===== src/hw/rtl/mrpt_pkg.sv =====
// package for the miller-rabin prime test block
// widths, base table and shared types; no dependencies
package mrpt_pkg;
    localparam int WIDTH = 64;
    localparam int NUM_BASES = 5;
    localparam int BASE_TABLE_SIZE = 12;
    localparam int BASE_COUNT = (NUM_BASES > BASE_TABLE_SIZE) ? BASE_TABLE_SIZE : NUM_BASES;
    localparam int BIDX_W = (BASE_COUNT > 1) ? $clog2(BASE_COUNT) : 1;
    localparam int BIT_W = $clog2(WIDTH);

    typedef logic [WIDTH-1:0] word_t;

    typedef struct packed {
        logic start;
        logic busy;
        logic done;
    } mul_ctl_t;

    function automatic word_t base_value(input logic [3:0] idx);
        word_t v;
        case (idx)
            4'd0: v = word_t'(2);
            4'd1: v = word_t'(3);
            4'd2: v = word_t'(5);
            4'd3: v = word_t'(7);
            4'd4: v = word_t'(11);
            4'd5: v = word_t'(13);
            4'd6: v = word_t'(17);
            4'd7: v = word_t'(19);
            4'd8: v = word_t'(23);
            4'd9: v = word_t'(29);
            4'd10: v = word_t'(31);
            4'd11: v = word_t'(37);
            default: v = word_t'(2);
        endcase
        return v;
    endfunction
endpackage


===== src/hw/rtl/mrpt_mulmod.sv =====
// bit-serial modular multiplier, one multiplier bit per cycle (double-and-add)
// depends on mrpt_pkg
module mrpt_mulmod (
    input  logic            clk,
    input  logic            rst_n,
    input  mrpt_pkg::word_t a,
    input  mrpt_pkg::word_t b,
    input  mrpt_pkg::word_t m,
    input  logic            start,
    output mrpt_pkg::mul_ctl_t ctl,
    output mrpt_pkg::word_t result
);
    mrpt_pkg::word_t acc_reg, acc_next, b_reg, b_next;
    logic [mrpt_pkg::BIT_W-1:0] cnt_reg, cnt_next;
    logic busy_reg, busy_next, done_reg, done_next;
    mrpt_pkg::word_t room, dbl, room_a, add;

    always_comb
    begin
        room = m - acc_reg;
        dbl = (acc_reg >= room) ? (acc_reg - room) : (acc_reg + acc_reg);
        room_a = m - a;
        add = (dbl >= room_a) ? (dbl - room_a) : (dbl + a);
        acc_next = acc_reg;
        b_next = b_reg;
        cnt_next = cnt_reg;
        busy_next = busy_reg;
        done_next = 1'b0;
        if (start)
        begin
            acc_next = '0;
            b_next = b;
            cnt_next = '0;
            busy_next = 1'b1;
        end
        else if (busy_reg)
        begin
            acc_next = b_reg[mrpt_pkg::WIDTH-1] ? add : dbl;
            b_next = {b_reg[mrpt_pkg::WIDTH-2:0], 1'b0};
            cnt_next = cnt_reg + 1'b1;
            if (cnt_reg == mrpt_pkg::BIT_W'(mrpt_pkg::WIDTH-1))
            begin
                busy_next = 1'b0;
                done_next = 1'b1;
            end
        end
    end

    always_ff @(posedge clk or negedge rst_n)
    begin
        if (!rst_n)
        begin
            busy_reg <= 1'b0;
            done_reg <= 1'b0;
            cnt_reg <= '0;
        end
        else
        begin
            busy_reg <= busy_next;
            done_reg <= done_next;
            cnt_reg <= cnt_next;
        end
    end

    always_ff @(posedge clk)
    begin
        acc_reg <= acc_next;
        b_reg <= b_next;
    end

    assign ctl.start = start;
    assign ctl.busy = busy_reg;
    assign ctl.done = done_reg;
    assign result = acc_reg;
endmodule


===== config.mk =====
export PLATFORM = sky130hd
export DESIGN_NAME = mrpt_mulmod
export DESIGN_NICKNAME = d
export VERILOG_FILES = /design/src/hw/rtl/mrpt_pkg.sv /design/src/hw/rtl/mrpt_mulmod.sv
export SDC_FILE = /design/constraint.sdc
export NUM_CORES = 1
export LEC_CHECK = 0
export BUFFER_PORTS_ARGS = -buffer_cell sky130_fd_sc_hd__clkbuf_2
export CORE_MARGIN = 4
export CORE_UTILIZATION = 25
export CTS_CLUSTER_DIAMETER = 150
export CTS_CLUSTER_SIZE = 12
export DETAILED_ROUTE_END_ITERATION = 6
export GPL_TIMING_DRIVEN = 0
export SLEW_MARGIN = 20
export SYNTH_ARGS = -nofsm -noshare
export SYNTH_HDL_FRONTEND = slang
export SYNTH_SLANG_ARGS = --single-unit

===== constraint.sdc =====
create_clock -name clk -period 14.2 [get_ports clk]
set_input_delay 4.26 -clock clk [delete_from_list [all_inputs] [get_ports clk]]
set_output_delay 4.26 -clock clk [all_outputs]
set_load 0.01 [all_outputs]

---- Word-level counts from Yosys, hierarchy flattened ----
Index checks and enable logic that the tools add are counted.
operators by class
  reduce and logical (&&, ||, !) cells .... 1
  multiplexer cells ....................... 13
  order comparisons ....................... 2
  eq/ne operators ......................... 1
  $add $sub $neg .......................... 7
operators with widths
  operator                                      count
  2-to-1 mux 64 bit                             5
  subtractor 64 bit                             4
  adder 64 bit                                  2
  greater-or-equal comparator 64 bit            2
  2-to-1 mux 6 bit                              2
  adder 6 x 1 -> 6 bit (second input constant)  1
  equality test 6 bit (second input constant)   1
  2-to-1 mux 1 bit                              6
  nonzero test 2 bit                            1
word-level totals
  output and inout port bits .............. 67
  flip-flop bits (word level) ............. 136
  input port bits ......................... 195
  word-level logic and storage cells ...... 29

---- Depth between registers and ports, before layout ----
  depth after elaboration ................. 6
  gate-level depth with buffers ........... 56

---- Worst setup path before layout ----
Ideal clock, no wire load.
  path type ............................... input -> register
  start point ............................. in m[0]
  end point ............................... reg acc_reg[63], in the netlist result[63]
  library setup time ...................... 0.086 ns
  path slack .............................. 0.324 ns
  buffers on the path ..................... 6
  stages on the path ...................... 52
  data required time ...................... 14.114 ns
  arrival time ............................ 13.789 ns
  cell sequence ........................... inv_1 ha_1 fa_1 nor2b_1 o21ai_0 a21oi_1 o21ai_0 a21boi_0 o2111a_1 o2111ai_1 a211oi_1 nor3_1 o31a_1 a211o_1 a21oi_1 a211oi_1 o21bai_1 nand2_1 (+16 left out) clkbuf_1 a21oi_1 o21bai_1 a21o_1 a21oi_1 nor2b_1 o21ai_0 nand2b_1 a21oi_1 nor3_1 a211oi_1 o21ai_2 a2111oi_2 nor3_1 o21ai_0 mux2_2 a311o_1 a221oi_2
on the way
  longest elaborated chain between the ends .. 6
  elaborated cells on any way between the ends .. 10
  classes of those cells .................. add/sub (5); order compare (2); mux (3)
RTL lines
  item                                                                     RTL line           source
  from (decl)                                                              mrpt_mulmod.sv:8   input mrpt_pkg::word_t m,
  subtractor 64 bit                                                        mrpt_mulmod.sv:20  room = m - acc_reg;
  subtractor 64 bit or greater-or-equal comparator 64 bit (tied branches)  mrpt_mulmod.sv:21  dbl = (acc_reg >= room) ? (acc_reg - room) : (acc_reg + acc_reg);
  2-to-1 mux 64 bit                                                        mrpt_mulmod.sv:21
  adder 64 bit, or another cell as far along                               mrpt_mulmod.sv:23  add = (dbl >= room_a) ? (dbl - room_a) : (dbl + a);
  2-to-1 mux 64 bit                                                        mrpt_mulmod.sv:23
  2-to-1 mux 64 bit *                                                      mrpt_mulmod.sv:38  acc_next = b_reg[mrpt_pkg::WIDTH-1] ? add : dbl;
  to (signal assigned)                                                     mrpt_mulmod.sv:67  acc_reg <= acc_next;
  to (decl)                                                                mrpt_mulmod.sv:13  mrpt_pkg::word_t acc_reg, acc_next, b_reg, b_next;
Every way passes the cells marked *; elsewhere a longest branch is shown, timed or not.
A chain may end at the register's enable or synchronous reset.

---- Worst setup path after layout ----
  start point ............................. in m[1]
  end point ............................... reg acc_reg[63], in the netlist result[63]
The elaborated chain is that of the path after synthesis.

==> impl_metrics.tcl <==
set metrics [dict create \
    status "complete, no violations" \
    synth_largest_area_cell "ha_1" \
    dpl_cell_area_um2 28100 \
    synth_edf_count 64 \
    endpoint_kind "flip-flop" \
    syn_avg_cell_area_um2 7.32 \
    cp_common_cell "o21a_1" \
    cts_tree "yes" \
    fin_hold_ws_ns 0.541 \
    r2r_cells 50 \
    maxCapViolCount 0 \
    clock-skew-final_ns 0.0139 \
    cpMaxStageDelayCell "or3b_4" \
    die_area_um2 106000 \
    wl_mm 114 \
    muxShareOfSynthArea_pct 3.95 \
    hold_path_class "flip-flop to flip-flop" \
    min_path_cells 1 \
    ys_seq_area_share_pct 13.5 \
    hpwl_mm 92.2 \
    layout-drive-gt1-share_pct 17.7 \
    slew_viol_final 0 \
    clkTransAtPathRegs_ns 0.08 \
    crit_fanout 7 \
    met1_usage_pct 26.1 \
    timing.final.crit_share_pct 98.1 \
    hold_viol_final 0 \
    met2_usage_pct 34.1 \
    fillers 10800 \
    syn_inst 3438 \
    yosysTopAreaCellShare_pct 14.9 \
    nNetsFinal 4267 \
    die_w_um 325 \
    synth_nets 3935 \
    yosys-top-cells-count "a21oi_1 (418), ha_1 (299), nor2_1 (265)" \
    drtAntennaViolNets 0 \
    fin_crit_ns 13.93 \
    tightest_slew_ns 1.26 \
    grt_pass1_vias 26200 \
    setup_violations 0 \
    reg2reg_from "result[1]$_SDFFE_PP0P_" \
    track_usage_pct 20.2 \
    synth.most_common_cell "a21oi_1" \
    cts_inserted_buffers 17 \
    fmax_mhz 71.8 \
    hold_end "b_reg[55]$_DFFE_PP_" \
    cp.required_ns 14.58 \
    ff2ff_setup_slack_ns 3.42 \
    critPathArrivalTime_ns 14.31 \
    grt_max_degree 56 \
    die_y_um 325 \
    cts_max_path_buffers 2 \
    core_um2 100000 \
    synth.area.top_cells "ha_1 (15%), a21oi_1 (8.3%), edfxtp_1 (7.6%), xnor2_1 (6.4%), dfxtp_1 (5.1%)" \
    met3_usage_pct 2.68 \
    cp_top_family "compound AO/OA/AOI/OAI gates" \
    first_pass_iters 6 \
    cpPeakStageDelay_ns 0.46 \
    async_reset_ff_share_pct 5.88 \
    grt_overflow 0 \
    fin_util_pct 30.5 \
    drt-initial-drc-count 2738 \
    drt-wirelength-per-cell_um 22.4 \
    io_pins 262 \
    gp_congestion 0.974 \
    yosysWarningCount 0 \
    timing.rr.end "result[63]$_SDFFE_PP0P_" \
    grt_pass1_wl_mm 164 \
    syn-cell-area_um2 25200 \
    start_util_pct 25.2 \
    num_vias 28000 \
    num_rows 116 \
    worstSetupPathType "input pin to flip-flop" \
    hold_buffers 0 \
    portBuffers 261 \
    crit_buf_inv 9 \
    cts-root-buf "clkbuf_16" \
    yosysUniqueCellTypes 96 \
    yosys.area_share.adder_pct 15.7 \
    grt_antenna_before_repair 12 \
    synth_top_family_by_area "compound AO/OA/AOI/OAI gates" \
    finalInstanceArea_um2 30500 \
    grt_most_used_layer "met2" \
    synth_compound_area_share_pct 32.2 \
    ys.flop_type "edfxtp_1" \
    drc 0 \
    critical_path.startpoint_type "input pin" \
    clock-sinks 136 \
    clk_latency_ns 0.47 \
    ys_ff_latch 136 \
    placed_cells 4998 \
    area_delta_synth_final_pct 21.1 \
    min_from "b_reg[54]$_DFFE_PP_" \
    synthXorXnorAreaFrac_pct 10.5 \
    final_cells 5091 \
    h-tree-depth 4 \
    synthSimpleGateAreaFrac_pct 18.6 \
    max-slew-margin-rel_pct 16.1 \
    vias_per_cell 5.49 \
]
-- cell type report --
type                       count  area (um2)  share of cell area (%)
antenna                       10        25.0                  0.0821
buffer                       124         808                    2.65
clock buffer                  18         429                    1.41
clock inverter                14         125                   0.411
inverter                     222         833                    2.73
multi-input combinational   2941       21400                    70.1
sequential                   136        3400                    11.2
tap                         1298        1620                    5.33
timing repair buffer         328        1850                    6.08
-- repair_timing --
item,in CTS,in global routing
resized for setup,214,125
pin swaps,36,64
hold endpoints to repair,0,0
setup endpoints to repair,64,64
buffers inserted,26,40
-- worst max path at each step --
stage	start	endpoint	slack [ns]	cells after the start
2_1_floorplan	m[0]	result[63]$_SDFFE_PP0P_	0.32	52
3_3_place_gp	m[0]	result[49]$_SDFFE_PP0P_	-5.15	48
3_5_place_dp	m[0]	result[50]$_SDFFE_PP0P_	-5.04	47
4_1_cts	m[0]	result[63]$_SDFFE_PP0P_	0.002	50
5_1_grt	m[1]	result[60]$_SDFFE_PP0P_	-0.09	52
6_report	m[1]	result[63]$_SDFFE_PP0P_	0.27	50
-- placed cells by master, fill, tap and decap left out, drive strengths merged, types with 13 or more instances in the layout --
cell and n:
maj3 14, nand2b 63, nand4 55, buf 101, a2111oi 14, nor3 64
o221ai 14, o31ai 30, nor2b 54, nor2 265, edfxtp 64, a21boi 17
a21o 163, xor2 118, a31oi 37, dfxtp 64, clkbuf 369, o21ai 239
a211oi 53, and3 31, mux2i 24, o21bai 38, or3 22, or2 19
mux2 67, xnor2 183, and2 23, o22ai 19, nor4 13, nand3 74
o211ai 38, inv 232, o21a 52, ha 299, a21oi 421, nand2 253
-- routing by layer --
layer	vias up	routed length (um)
met2	1082	52400
li1	13400	-
met4	6	5050
met1	13300	48800
met5	-	41
met3	244	7550
-- cells by family after synthesis --
logic type,after synthesis
compound gates,1264
xor+xnor,301
fa+ha+maj,316
buf+inv,361
flops,136
mux,91
simple gates,969
-- metrics by stage --
step           TNS, ns  worst slack (ns)
2_1_floorplan        0             0.324
3_3_place_gp   -301.91             -5.15
3_5_place_dp   -296.31             -5.04
4_1_cts              0           0.00195
5_1_grt          -1.43           -0.0947
6_report             0             0.273
Power is not shown: default switching activity piles up to over one toggle a cycle in this logic, so the estimate is an artifact.
